==> config.mk <==
export PLATFORM = sky130hd
export DESIGN_NAME = stream_substring_replace_core
export DESIGN_NICKNAME = d
export VERILOG_FILES = /design/src/rtl/ssr_pkg.sv /design/src/rtl/ssr_datapath.sv /design/src/rtl/ssr_ctrl.sv /design/src/rtl/stream_substring_replace_core.sv
export SDC_FILE = /design/constraint.sdc
export NUM_CORES = 1
export LEC_CHECK = 0
export BUFFER_PORTS_ARGS = -buffer_cell sky130_fd_sc_hd__buf_2
export CELL_PAD_IN_SITES_DETAIL_PLACEMENT = 1
export CELL_PAD_IN_SITES_GLOBAL_PLACEMENT = 2
export CORE_ASPECT_RATIO = 1.5
export CORE_MARGIN = 2
export CORE_UTILIZATION = 35
export DETAILED_ROUTE_END_ITERATION = 7
export GPL_TIMING_DRIVEN = 0
export PLACE_DENSITY = 0.72
export SYNTH_ARGS = -nofsm -noshare
export SYNTH_HDL_FRONTEND = slang
export SYNTH_SLANG_ARGS = --single-unit
==> constraint.sdc <==
create_clock -name clock -period 7.55 [get_ports clock]
set_input_delay 0.3775 -clock clock [delete_from_list [all_inputs] [get_ports clock]]
set_output_delay 0.3775 -clock clock [all_outputs]
set_load 0.03 [all_outputs]
==> src/rtl/ssr_pkg.sv <==
// Shared types, constants and helpers for the streaming substring replace block.
package ssr_pkg;

   localparam int MAX_PATTERN = 8;
   localparam int MAX_REPLACE = 8;
   localparam int CHAR_BITS   = 8;
   localparam int WORD_BITS   = 64;
   localparam int LEN_BITS    = 4;
   localparam int IDX_BITS    = (MAX_PATTERN > 1) ? $clog2(MAX_PATTERN) : 1;
   localparam int CSR_IDX_BITS = 2;

   // Register indexes on the configuration port
   localparam logic [CSR_IDX_BITS-1:0] CSR_PATTERN_WORD = 2'd0;
   localparam logic [CSR_IDX_BITS-1:0] CSR_PATTERN_LEN  = 2'd1;
   localparam logic [CSR_IDX_BITS-1:0] CSR_REPLACE_WORD = 2'd2;
   localparam logic [CSR_IDX_BITS-1:0] CSR_REPLACE_LEN  = 2'd3;

   localparam logic [LEN_BITS-1:0] MAX_PATTERN_LEN = LEN_BITS'(MAX_PATTERN);
   localparam logic [LEN_BITS-1:0] MAX_REPLACE_LEN = LEN_BITS'(MAX_REPLACE);

   typedef logic [CHAR_BITS-1:0] char_type;
   typedef logic [LEN_BITS-1:0]  len_type;

   typedef struct packed {
      logic [7:0] in_char;
      logic       in_end;
   } req_type;

   typedef struct packed {
      logic [7:0] out_char;
      logic       char_valid;
      logic       run_last;
      logic       string_end;
   } rsp_type;

   // Commands from the controller to the datapath
   typedef struct packed {
      logic load;
      logic shift_emit;
      logic repl_start;
      logic repl_emit;
      logic finish;
   } cmd_type;

   // Status from the datapath to the controller
   typedef struct packed {
      logic plen_zero;
      logic fill_zero;
      logic prefix_ok;
      logic full_match;
      logic repl_done;
      logic end_flag;
      logic can_emit;
      logic out_free;
   } status_type;

   // Character idx of a packed word; positions past the word read as zero
   function automatic char_type pack_char(input logic [WORD_BITS-1:0] word,
                                          input len_type idx);
      logic [WORD_BITS-1:0] shifted;
      shifted = word >> (32'(idx) * CHAR_BITS);
      return shifted[CHAR_BITS-1:0];
   endfunction

   // Limit a length to its bound
   function automatic len_type clamp_len(input len_type v, input len_type lim);
      return (v > lim) ? lim : v;
   endfunction

endpackage

==> src/rtl/ssr_datapath.sv <==
// Datapath: configuration registers, match buffer, pending result and output register.
module ssr_datapath (
   input  logic                                clock,
   input  logic                                reset,
   input  ssr_pkg::cmd_type                    cmd,
   input  ssr_pkg::req_type                    req_data,
   input  logic                                csr_wr_en,
   input  logic [ssr_pkg::CSR_IDX_BITS-1:0]    csr_index,
   input  logic [ssr_pkg::WORD_BITS-1:0]       csr_wdata,
   input  logic                                rsp_ready,
   output logic                                rsp_valid,
   output ssr_pkg::rsp_type                    rsp_data,
   output ssr_pkg::status_type                 status
);
   import ssr_pkg::*;

   logic [WORD_BITS-1:0] pattern_word_ff;
   len_type              pattern_len_ff;
   logic [WORD_BITS-1:0] replace_word_ff;
   len_type              replace_len_ff;

   char_type buf_ff [MAX_PATTERN];
   len_type  fill_ff, fill_in;
   logic     end_ff;
   logic     pend_valid_ff, pend_valid_in;
   char_type pend_char_ff, pend_char_in;
   len_type  rep_idx_ff, rep_idx_in;
   logic     rsp_valid_ff, rsp_valid_in;
   rsp_type  rsp_ff, rsp_in;

   len_type  plen, rlen, fill_eff;
   char_type emit_char;
   logic     emit, push, prefix_ok, out_free;
   rsp_type  push_data;

   // Effective lengths and the clamped buffer fill
   always_comb begin
      plen = clamp_len(pattern_len_ff, MAX_PATTERN_LEN);
      rlen = clamp_len(replace_len_ff, MAX_REPLACE_LEN);
      if (plen == '0) begin
         fill_eff = '0;
      end else if (fill_ff >= plen) begin
         fill_eff = plen - len_type'(1);
      end else begin
         fill_eff = fill_ff;
      end
   end

   // Compare the buffered characters with the pattern head, all lanes at once
   always_comb begin
      prefix_ok = 1'b1;
      for (int i = 0; i < MAX_PATTERN; i++) begin
         if ((LEN_BITS'(i) < fill_ff) &&
             (buf_ff[i] != pack_char(pattern_word_ff, LEN_BITS'(i)))) begin
            prefix_ok = 1'b0;
         end
      end
   end

   assign out_free = !rsp_valid_ff || rsp_ready;

   // Produce a character (the previous pending one moves to the output register) or finish the run
   always_comb begin
      emit      = cmd.shift_emit || cmd.repl_emit;
      emit_char = cmd.repl_emit ? pack_char(replace_word_ff, rep_idx_ff) : buf_ff[0];
      push      = 1'b0;
      push_data = '0;
      pend_valid_in = pend_valid_ff;
      pend_char_in  = pend_char_ff;
      if (emit) begin
         push      = pend_valid_ff;
         push_data = '{out_char: 8'(pend_char_ff), char_valid: 1'b1,
                       run_last: 1'b0, string_end: 1'b0};
         pend_valid_in = 1'b1;
         pend_char_in  = emit_char;
      end else if (cmd.finish) begin
         pend_valid_in = 1'b0;
         if (pend_valid_ff) begin
            push      = 1'b1;
            push_data = '{out_char: 8'(pend_char_ff), char_valid: 1'b1,
                          run_last: 1'b1, string_end: end_ff};
         end else if (end_ff) begin
            push      = 1'b1;
            push_data = '{out_char: 8'd0, char_valid: 1'b0,
                          run_last: 1'b1, string_end: 1'b1};
         end
      end
   end

   // Output register: load on push, drop when taken
   always_comb begin
      rsp_in       = rsp_ff;
      rsp_valid_in = rsp_valid_ff;
      if (push) begin
         rsp_in       = push_data;
         rsp_valid_in = 1'b1;
      end else if (rsp_ready) begin
         rsp_valid_in = 1'b0;
      end
   end

   // Next fill count and replacement index
   always_comb begin
      fill_in    = fill_ff;
      rep_idx_in = rep_idx_ff;
      if (csr_wr_en && (csr_index == CSR_PATTERN_WORD || csr_index == CSR_PATTERN_LEN)) begin
         fill_in = '0;
      end else if (cmd.load) begin
         fill_in = fill_eff + len_type'(1);
      end else if (cmd.shift_emit) begin
         fill_in = fill_ff - len_type'(1);
      end else if (cmd.repl_start || (cmd.finish && end_ff)) begin
         fill_in = '0;
      end
      if (cmd.repl_start) begin
         rep_idx_in = '0;
      end else if (cmd.repl_emit) begin
         rep_idx_in = rep_idx_ff + len_type'(1);
      end
   end

   // Control registers
   always_ff @(posedge clock) begin
      if (reset) begin
         fill_ff         <= '0;
         pend_valid_ff   <= 1'b0;
         rsp_valid_ff    <= 1'b0;
         pattern_word_ff <= '0;
         pattern_len_ff  <= '0;
         replace_word_ff <= '0;
         replace_len_ff  <= '0;
      end else begin
         fill_ff       <= fill_in;
         pend_valid_ff <= pend_valid_in;
         rsp_valid_ff  <= rsp_valid_in;
         if (csr_wr_en) begin
            case (csr_index)
               CSR_PATTERN_WORD: pattern_word_ff <= csr_wdata;
               CSR_PATTERN_LEN:  pattern_len_ff  <= csr_wdata[LEN_BITS-1:0];
               CSR_REPLACE_WORD: replace_word_ff <= csr_wdata;
               CSR_REPLACE_LEN:  replace_len_ff  <= csr_wdata[LEN_BITS-1:0];
               default: ;
            endcase
         end
      end
   end

   // Payload registers
   always_ff @(posedge clock) begin
      pend_char_ff <= pend_char_in;
      rep_idx_ff   <= rep_idx_in;
      rsp_ff       <= rsp_in;
      if (cmd.load) begin
         end_ff <= req_data.in_end;
         buf_ff[fill_eff[IDX_BITS-1:0]] <= CHAR_BITS'(req_data.in_char);
      end else if (cmd.shift_emit) begin
         for (int i = 0; i < MAX_PATTERN - 1; i++) begin
            buf_ff[i] <= buf_ff[i+1];
         end
      end
   end

   assign rsp_valid = rsp_valid_ff;
   assign rsp_data  = rsp_ff;

   assign status = '{plen_zero:  (plen == '0),
                     fill_zero:  (fill_ff == '0),
                     prefix_ok:  prefix_ok,
                     full_match: prefix_ok && (fill_ff == plen),
                     repl_done:  (rep_idx_ff >= rlen),
                     end_flag:   end_ff,
                     can_emit:   !pend_valid_ff || out_free,
                     out_free:   out_free};

endmodule

==> src/rtl/ssr_ctrl.sv <==
// Controller state machine: sequences load, rescan, replacement, flush and finish.
module ssr_ctrl (
   input  logic                 clock,
   input  logic                 reset,
   input  logic                 req_valid,
   output logic                 req_ready,
   input  ssr_pkg::status_type  status,
   output ssr_pkg::cmd_type     cmd
);
   import ssr_pkg::*;

   localparam logic [2:0] ST_IDLE   = 3'd0;
   localparam logic [2:0] ST_SCAN   = 3'd1;
   localparam logic [2:0] ST_REPL   = 3'd2;
   localparam logic [2:0] ST_FLUSH  = 3'd3;
   localparam logic [2:0] ST_FINISH = 3'd4;

   logic [2:0] state_ff, state_in;

   // Next state and commands
   always_comb begin
      state_in  = state_ff;
      cmd       = '0;
      req_ready = 1'b0;
      case (state_ff)
         ST_IDLE: begin
            req_ready = 1'b1;
            if (req_valid) begin
               cmd.load = 1'b1;
               state_in = status.plen_zero ? ST_FLUSH : ST_SCAN;
            end
         end
         ST_SCAN: begin
            if (status.fill_zero) begin
               state_in = ST_FINISH;
            end else if (status.full_match) begin
               cmd.repl_start = 1'b1;
               state_in = ST_REPL;
            end else if (status.prefix_ok) begin
               state_in = status.end_flag ? ST_FLUSH : ST_FINISH;
            end else if (status.can_emit) begin
               cmd.shift_emit = 1'b1;
            end
         end
         ST_REPL: begin
            if (status.repl_done) begin
               state_in = ST_FINISH;
            end else if (status.can_emit) begin
               cmd.repl_emit = 1'b1;
            end
         end
         ST_FLUSH: begin
            if (status.fill_zero) begin
               state_in = ST_FINISH;
            end else if (status.can_emit) begin
               cmd.shift_emit = 1'b1;
            end
         end
         ST_FINISH: begin
            if (status.out_free) begin
               cmd.finish = 1'b1;
               state_in = ST_IDLE;
            end
         end
         default: begin
            state_in = ST_IDLE;
         end
      endcase
   end

   // State register
   always_ff @(posedge clock) begin
      if (reset) begin
         state_ff <= ST_IDLE;
      end else begin
         state_ff <= state_in;
      end
   end

endmodule

==> src/rtl/stream_substring_replace_core.sv <==
// Top level of the streaming substring replace block.
// A request is accepted only while the controller is idle, so a new request is not taken
// until the previous request has finished. Released and replacement characters pass
// through a pending register into the output register, and output stalls hold the flow.
// Reset (synchronous, active high) clears the state machine, buffer fill, valids and config.
module stream_substring_replace_core (
   input  logic                              clock,
   input  logic                              reset,
   input  logic                              req_valid,
   output logic                              req_ready,
   input  ssr_pkg::req_type                  req_data,
   output logic                              rsp_valid,
   input  logic                              rsp_ready,
   output ssr_pkg::rsp_type                  rsp_data,
   input  logic                              csr_wr_en,
   input  logic [ssr_pkg::CSR_IDX_BITS-1:0]  csr_index,
   input  logic [ssr_pkg::WORD_BITS-1:0]     csr_wdata
);
   import ssr_pkg::*;

   cmd_type    cmd;
   status_type status;

   // Sequence each request
   ssr_ctrl u_ctrl (
      .clock     (clock),
      .reset     (reset),
      .req_valid (req_valid),
      .req_ready (req_ready),
      .status    (status),
      .cmd       (cmd)
   );

   // Hold buffer, configuration and results
   ssr_datapath u_datapath (
      .clock     (clock),
      .reset     (reset),
      .cmd       (cmd),
      .req_data  (req_data),
      .csr_wr_en (csr_wr_en),
      .csr_index (csr_index),
      .csr_wdata (csr_wdata),
      .rsp_ready (rsp_ready),
      .rsp_valid (rsp_valid),
      .rsp_data  (rsp_data),
      .status    (status)
   );

endmodule

### Word level (Yosys, flattened, before mapping)

Memories as Yosys holds them, arrays and structs flattened.
Cells that the tools add are included.

* add/sub/neg operators: 4
* shift-type cells: 1
* bitwise operators: 1
* reduce and logical (&&, ||, !) cells: 33
* order comparisons: 12
* muxes and demuxes: 61
* equal/unequal tests: 21

Operator list (number)
* != test 8 bit: 8
* right shift 64 x 7 -> 8 bit: 1
* two-way mux 1 bit: 35
* two-way mux 11 bit: 3
* two-way mux 4 bit: 7
* two-way mux 3 bit: 9
* < comparator 3 x 4 -> 1 bit, first input constant: 4
* two-way mux 8 bit: 2
* case mux 3 bit (5 select lines): 1
* logical AND 1 bit: 11
* adder 4 x 1 -> 4 bit, second input constant: 2
* greater-or-equal comparator 4 bit: 2
* > comparator 4 bit, second input constant: 2
* logical NOT 4 bit: 2
* < comparator 1 x 4 -> 1 bit, first input constant: 2
* < comparator 2 x 4 -> 1 bit, first input constant: 2
* AND reduction 2 bit: 4
* OR reduction 8 bit: 1
* subtractor 4 x 1 -> 4 bit, second input constant: 2
* equality test 3 x 2 -> 1 bit, second input constant: 2
* two-way mux 2 bit: 3
* != test 2 bit, second input constant: 3
* logical OR 1 bit: 5
* AND reduction 5 bit: 1
* 15 further kinds: 19

* output and inout port bits: 13
* register bits after elaboration: 169
* bits in writable memories: 64
* memories: 1
* word-level logic and storage cells: 149
* bits of input ports: 80

Memory list
* u_datapath.buf_ff: words 8, bits a word 8, rd ports 8, clocked after memory_dff 0, wr ports 7, line ssr_datapath.sv:22 `char_type buf_ff [MAX_PATTERN];`

### Logic depth before layout (Yosys ltp)

Gate-level depths: netlist of the first run.
An unclocked memory read counts as a cell.

* depth after elaboration: 20
* mapped depth: 14
* mapped depth without buffers: 14

### Modules after synthesis

A second synthesis of the first run with hierarchy kept.

* cell total of the unflattened synthesis: 1075
* area, all modules: 10401.2 µm²

Modules (own cells, without submodules)
* ssr_datapath: cells each 1042, sequential area each 5445.2 µm², area each 10127.2 µm², times used 1
* ssr_ctrl: cells each 33, sequential area each 60.1 µm², area each 274.0 µm², times used 1

### Worst setup path before layout of the first run

Ideal clock, no wire load.

* kind: flip-flop to flip-flop
* start point: register u_datapath.pattern_len_ff[3]
* end point: memory u_datapath.buf_ff[0][0] in the netlist's numbering (enable)
* stages on the path, launching flop included: 12
* setup slack: 4.316 ns
* arrival time: 2.850 ns
* period minus slack after synthesis: 3.234 ns
* path through: dfxtp_1 inv_1 nand2_1 ha_1 nor2b_1 o21a_1 o21ai_0 nand2_1 o211ai_1 nand2_1 or2_2 o21ai_0

RTL lines
* start: declaration: line ssr_datapath.sv:18 `len_type pattern_len_ff;`
* start signal: assignment: line ssr_datapath.sv:139 `CSR_PATTERN_LEN: pattern_len_ff <= csr_wdata[LEN_BITS-1:0];`
* end: declaration: line ssr_datapath.sv:22

==> impl_metrics.csv, run 1 <==
group,metric,value,unit
status,status,"finished, final reports clean",
job,drv_cap,0,
power_and_ir_drop,finalPower,3590,uW
placed_design,place_congestion,0.855,
critical_path,crit_path_start,"u_datapath.pattern_len_ff[3]",
synthesis,synth_compound_area_share,13.6,%
timing,tns,0,ns
critical_path,crit_path_max_fanout,8,
layout,fillers,3453,
hold_path,hold_class,"in -> reg",
synthesis,syn_area_per_cell,9.18,um2
timing,tightest_slew,1.28,ns
timing,fin_crit_sh,56.3,%
synthesis,async_flop_share,0,%
synthesis,muxShareOfSynthArea,4.91,%
grt,grt_remaining_overflow,0,
timing,relSlewSlack,13.9,%
clock_network,postCtsSetupBuffers,0,
synthesis,ys_warn_count,0,
synthesis,ys_ff_latch,233,
power_and_ir_drop,peakVddDrop,148,uV
layout,multi_input_area,0.00438,mm2
synthesis,synth_top_family_by_area,"simple AND/OR/NAND/NOR gates",
timing,finalCriticalPeriod,4.25,ns
drt,drtIter0Drc,379,
layout,finalNonFillerCells,1664,
placed_design,placedCellCount,1619,
die,die_w,145,um
timing,hold_viol,0,
synthesis,synthDistinctLibCells,55,
synthesis,seq_area_frac_synth,52.9,%
synthesis,synthXorXnorAreaFrac,5.64,%
grt,grt_pass1_vias,8908,
clock_network,htreeDepth,1,
critical_path,start_kind,"register",
power_and_ir_drop,powerDensity,294,mW/mm2
clock_network,cts-root-buf,"clkbuf_16",
synthesis,synth_adder_area_share,1.68,%
synthesis,synth_simple_gate_area_share,16.3,%
drt,drc,0,
synthesis,yosysTopAreaCell,"dfxtp_1",
synthesis,synth.top_cell.area_share,28.7,%
hold_path,worstHoldStart,"csr_wdata[63]",
critical_path,worstRegToRegCells,11,
clock_network,cts_buffers,25,
layout,nets,1346,
critical_path,r2r_slack,3.30,ns
power_and_ir_drop,p_leak,0.00454,uW
timing,setup_viol,0,
drt,wl_per_cell,21.4,um
timing,fin_skew,0.0208,ns
die,num_rows,77,
critical_path,worstPathRequired,7.69,ns
grt,grt_pass1_wl,53400,um
critical_path,crit_arrival,4.39,ns
die,dieArea,0.0311,mm2
clock_network,clockBufferDepth,3,
drt,vias,8380,
placed_design,io_buffer_count,90,
clock_network,cts_tree,"yes",
synthesis,synth_edf_count,84,
layout,areaGrowthSynthToFinish,17.4,%
layout,drive_gt1_share,13.0,%
die,top_level_ports,93,
synthesis,synthTopCellsByArea,"dfxtp_1 (29%), edfxtp_1 (24%), nand2_1 (11%)",
drt,drt-total-wl,35600,um
synthesis,synth_ff_type,"dfxtp_1",
layout,finish.utilization,41.5,%
critical_path,r2r-end,"u_datapath.buf_ff[4][3]",
die,start_util,35.4,%
clock_network,cts_sinks,233,
grt,antenna_found_initial,0,
timing,hold_slack,0.102,ns
timing,rsz0062_at_grt,"false",
die,die_y,215,um
hold_path,worstHoldPathCells,3,
die,coreArea,0.0294,mm2
placed_design,dp_hpwl,28100,um
drt,vias_per_cell,5.04,
synthesis,syn_nets,1227,
drt,ant_nets,0,
layout,seqCellArea,0.00551,mm2
hold_path,min_to,"u_datapath.replace_word_ff[63]",
critical_path,critPathKind,"reg -> reg",
critical_path,cp-end-kind,"register",
grt,grtUsageTotal,23.3,%
clock_network,cts.clk_slew.worst_paths,0.06,ns
layout,n_antenna_cell,0,
synthesis,netlist_area,0.0104,mm2
synthesis,syn-instance-count,1133,
grt,grt_start_max_net_pins,14,
critical_path,reg2reg_from,"u_datapath.pattern_len_ff[3]",
drt,first_pass_iters,4,
timing,fmax,0.235,GHz
timing,report.final.slew_viol_count,0,
clock_network,clk_latency,0.53,ns
## routing by layer
metal | vias up | global-route usage [%] | part of all wire [%]
li1 | 4078 | - | -
met1 | 4075 | 26.0 | 38
met2 | 160 | 44.0 | 54
met3 | 67 | 2.87 | 3.4
met4 | 0 | 9.22 | 4.1
met5 | - | 0 | 0
## power by group
part	internal (uW)	switching [uW]	total, uW
registers	1450	91.9	1550
clock network	769	513	1280
logic	270	490	760
total	2490	1090	3590
## stage by stage
step | area (um2) | setup WS (ns)
after detailed placement | 11300 | 3.31
after global routing | 12200 | 3.01
after global placement | 11300 | 3.43
final | 12200 | 3.30
after floorplan | 10400 | 4.32
after CTS | 12200 | 3.33
## cell usage in the layout (no fill, tap or decap), types with 13 or more instances in the layout
master     instances
nand2_1          302
dfxtp_1          149
a21oi_1          144
buf_2             97
edfxtp_1          84
o21ai_0           74
inv_1             70
clkbuf_1          54
xnor2_1           51
clkbuf_16         25
nor2_1            18
xor2_1            16
mux4_2            16
mux2i_1           15
ha_1              14
nand4_1           13
## cells in the mapped netlist (all sizes together) (11+ instances only)
library cell / instances
xor2: 16
inv: 70
clkbuf: 49
nand2: 302
nand3: 11
o21ai: 74
buf: 12
edfxtp: 84
ha: 14
nand4: 13
mux4: 16
mux2i: 15
nor2: 18
xnor2: 51
dfxtp: 149
a21oi: 144
## kinds of logic (layout without fill, tap and decap cells)
group,count (synthesis),in the layout
flops,233,233
mux,31,31
xor+xnor,67,67
compound gates,260,260
simple gates,397,397
fa+ha+maj,14,14
buf+inv,131,267
## registers in the layout, indices dropped and copies added, names as in the netlist, 4 cells and up
register                    flops
u_datapath.replace_len_ff       4
u_datapath.pend_char_ff         8
u_datapath.pattern_word_ff     64
u_datapath.rep_idx_ff           4
u_datapath.buf_ff              64
u_datapath.replace_word_ff     64
u_datapath.rsp_data            11
u_datapath.pattern_len_ff       4
u_datapath.fill_ff              4
## worst max path at each step
stage	to	slack [ns]	depth (start not counted)
finish	u_datapath.buf_ff[4][3]	3.30	11
global route	u_datapath.buf_ff[4][3]	3.01	11
CTS	u_datapath.buf_ff[4][3]	3.33	11
detailed placement	u_datapath.buf_ff[4][2]	3.31	11
global placement	u_datapath.buf_ff[4][2]	3.43	11
floorplan	u_datapath.buf_ff[0][0]	4.32	11
## area by class of cell
class | count | share of cell area (%)
flip-flops and latches | 233 | 45.1
multi-input cells | 769 | 35.9
clock buffers | 37 | 5.99
well taps | 395 | 4.05
repair buffers | 92 | 3.83
inverters | 70 | 2.15
plain buffers | 61 | 2.02
clock inverters | 7 | 0.923
## repair_timing
action                                 in CTS  in global routing
endpoints found under the hold margin       1                  0
gates resized for setup                     0                  0
hold buffers                                1                  0
## worst max-delay path: stages, from the launching register on
cell      delay, ns
dfxtp_1        0.44
inv_1          0.16
nand2_1        0.13
ha_1           0.24
nor2b_1        0.14
o21a_1         0.17
o21ai_0        0.42
nand2_1        0.23
o211ai_1       0.41
nand2_1        0.20
or2_2          0.32
o21ai_0        0.98
No activity file was read; power rests on OpenSTA's default activity.
==> run 2, diff against run 1 <==
--- a/config.mk
+++ b/config.mk
@@ -5,15 +5,16 @@
 export SDC_FILE = /design/constraint.sdc
 export NUM_CORES = 1
 export LEC_CHECK = 0
+export ABC_AREA = 1
 export BUFFER_PORTS_ARGS = -buffer_cell sky130_fd_sc_hd__buf_2
 export CELL_PAD_IN_SITES_DETAIL_PLACEMENT = 1
 export CELL_PAD_IN_SITES_GLOBAL_PLACEMENT = 2
 export CORE_ASPECT_RATIO = 1.5
 export CORE_MARGIN = 2
-export CORE_UTILIZATION = 35
+export CORE_UTILIZATION = 32
 export DETAILED_ROUTE_END_ITERATION = 7
 export GPL_TIMING_DRIVEN = 0
-export PLACE_DENSITY = 0.72
+export PLACE_DENSITY = 0.73
 export SYNTH_ARGS = -nofsm -noshare
 export SYNTH_HDL_FRONTEND = slang
 export SYNTH_SLANG_ARGS = --single-unit
==> constraint.sdc (replaced) <==
create_clock -name clock -period 3.7 [get_ports clock]
set_input_delay 0.185 -clock clock [delete_from_list [all_inputs] [get_ports clock]]
set_output_delay 0.185 -clock clock [all_outputs]
set_load 0.03 [all_outputs]
==> impl_metrics.csv, run 2 <==
group,metric,value,unit
drt,vias,9854,
power_and_ir_drop,p_clk_share,31.1,%
clock_network,htreeDepth,1,
critical_path,max_stage_delay,0.44,ns
placed_design,dp_slack,0.0870,ns
timing,relSlewSlack,33.6,%
die,top_level_ports,93,
layout,fillers,4075,
die,dieArea,0.0354,mm2
synthesis,synth.top_cell.area_share,27.5,%
timing,rsz0062_at_grt,"false",
drt,drtIter0Drc,516,
timing,tightest_slew,0.996,ns
clock_network,clockBufferDepth,3,
synthesis,syn_area_per_cell,7.81,um2
placed_design,io_buffer_count,92,
critical_path,crit_slowest_cell,"clkbuf_1",
drt,drt-total-wl,40700,um
critical_path,crit_chain,"clkbuf_2, inv_1, clkbuf_1, ha_1, o21ai_0, nand2_1, a21oi_1, o21ai_0, nor2_1, inv_1, nand2_4, nand2_1, nand2_2",
synthesis,seq_area_frac_synth,50.8,%
critical_path,crit_path_max_fanout,11,
grt,antenna_found_initial,1,
layout,n_antenna_cell,0,
synthesis,netlist_area,0.0108,mm2
critical_path,worstPathRequired,3.93,ns
clock_network,cts.clk_slew.worst_paths,0.07,ns
critical_path,cp-end-kind,"register",
power_and_ir_drop,p_sw_share,36.9,%
grt,grtUsageTotal,23.0,%
synthesis,synth_ff_type,"dfxtp_1",
timing,finalCriticalPeriod,3.39,ns
timing,fin_skew,0.0167,ns
synthesis,synth_edf_count,84,
layout,finish.instance_area,0.0135,mm2
clock_network,cts-root-buf,"clkbuf_16",
layout,layout_common_cells,"nor2_1 (306), nand2_1 (245), o21ai_0 (215)",
placed_design,place_congestion,0.880,
layout,drive_gt1_share,11.1,%
timing,hold_slack,0.0168,ns
synthesis,synthTopCellsByArea,"dfxtp_1 (28%), edfxtp_1 (23%), nor2_1 (11%)",
layout,nets,1673,
drt,drc,0,
timing,fin_crit_sh,91.6,%
synthesis,async_flop_share,0,%
timing,fmax,0.295,GHz
status,status,"finished, final reports clean",
layout,final_common_cell,"nor2_1",
clock_network,cts_tree,"yes",
die,die_y,229,um
power_and_ir_drop,internal_power,5880,uW
synthesis,synthDistinctLibCells,37,
synthesis,synth_common_cells,"nor2_1 (306), nand2_1 (246), o21ai_0 (215), dfxtp_1 (149), inv_1 (139)",
synthesis,ys_warn_count,0,
critical_path,start_kind,"register",
power_and_ir_drop,pwr-share-comb,31.8,%
synthesis,syn-instance-count,1388,
drt,ant_nets,0,
synthesis,yosysMostFrequentCell,"nor2_1",
clock_network,postCtsSetupBuffers,0,
synthesis,ys_ff_latch,233,
clock_network,clk_latency,0.56,ns
die,coreArea,0.0334,mm2
timing,hold_viol,0,
layout,reg_top3,"u_datapath.buf_ff: 64 flops, u_datapath.pattern_word_ff: 64 flops, u_datapath.replace_word_ff: 64 flops",
critical_path,r2r_slack,0.31,ns
timing,setup_viol,0,
power_and_ir_drop,peakVddDrop,358,uV
critical_path,critPathKind,"reg -> reg",
grt,grt_remaining_overflow,0,
job,drv_cap,0,
power_and_ir_drop,pwr-share-seq,37.1,%
die,die_w,154,um
placed_design,dp_hpwl,31400,um
timing,setup_ws,0.312,ns
power_and_ir_drop,p_leak,0.00576,uW
placed_design,placed_area,0.0118,mm2
power_and_ir_drop,p_sw,3430,uW
layout,finish.utilization,40.3,%
grt,grt_start_max_net_pins,15,
power_and_ir_drop,powerDensity,690,mW/mm2
grt,grt_pass1_wl,60700,um
drt,wl_per_cell,20.2,um
drt,first_pass_iters,4,
grt,grt_pass1_vias,10433,
synthesis,yosysTopAreaCell,"dfxtp_1",
layout,areaGrowthSynthToFinish,24.3,%
timing,tns,0,ns
timing,report.final.slew_viol_count,0,
drt,vias_per_cell,4.88,
die,start_util,32.4,%
die,num_rows,82,
hold_path,hold_class,"in -> reg",
clock_network,cts_sinks,233,
clock_network,cts_buffers,26,
synthesis,syn_nets,1482,
critical_path,crit_arrival,3.62,ns
[run 2: logic make-up after synthesis]
kind of cell	after synthesis	share of synthesized area, %
buf+inv	205	7.50
fa+ha+maj	14	1.62
compound gates	302	14.9
simple gates	604	22.8
flops	233	50.8
xor+xnor	30	2.42
[run 2: stage by stage]
| stage | instances | total power [uW] |
|---|---|---|
| 6_report | 2018 | 9300 |
| 5_1_grt | 2018 | 9880 |
| 4_1_cts | 2018 | 9410 |
| 3_5_place_dp | 1901 | 6420 |
| 3_3_place_gp | 1900 | 6360 |
| 2_1_floorplan | 1388 | 5400 |
[run 2: path summary, 6_finish.rpt]
check / startpoint / end / depth (start not counted)
hold / removal: req_data[3] / u_datapath.buf_ff[1][2] / 3
setup reg to reg: u_datapath.rep_idx_ff[0] / u_datapath.rsp_data[10] / 13
hold reg to reg: u_datapath.pattern_word_ff[10] / u_datapath.pattern_word_ff[10] / 2
setup / recovery: u_datapath.rep_idx_ff[0] / u_datapath.rsp_data[10] / 13
[run 2: power groups by stage]
stage                     sequential (uW)  combinational [uW]  clock [uW]
after floorplan                      3440                1960           0
after global placement               3510                2850           0
after detailed placement             3520                2900           0
after CTS                            3460                2980        2960
after global routing                 3490                3330        3050
final                                3450                2960        2890
[run 2: worst max-delay path: cells and delay by family (launching register included)]
family | cells | cell delay [ns]
and+or+nand+nor | 5 | 0.94
adders and majority gates | 1 | 0.31
AOI/OAI and AO/OA | 3 | 0.45
buffers and inverters | 4 | 1.03
DFF | 1 | 0.32
[run 2: per-layer routing]
metal	vias to the layer above	wire [um]	track usage, %
li1	4865	-	-
met1	4697	16100	25.4
met2	223	21600	44.4
met3	69	1460	2.88
met4	0	1560	8.74
met5	-	0	0
[run 2: layout make-up]
class / instances / area [um2] / share of cell area, %
clock buffers: 34 / 713 / 5.29
plain buffers: 60 / 270 / 2.01
well taps: 420 / 526 / 3.90
inverters: 145 / 544 / 4.04
multi-input cells: 950 / 4530 / 33.6
clock inverters: 13 / 219 / 1.62
repair buffers: 163 / 1170 / 8.67
flip-flops and latches: 233 / 5510 / 40.9
[run 2: repair_timing]
action / CTS / global route
endpoints found under the setup margin: 0 / 16
hold endpoints to repair: 99 / 0
resized for setup: 0 / 4
hold buffers: 70 / 0
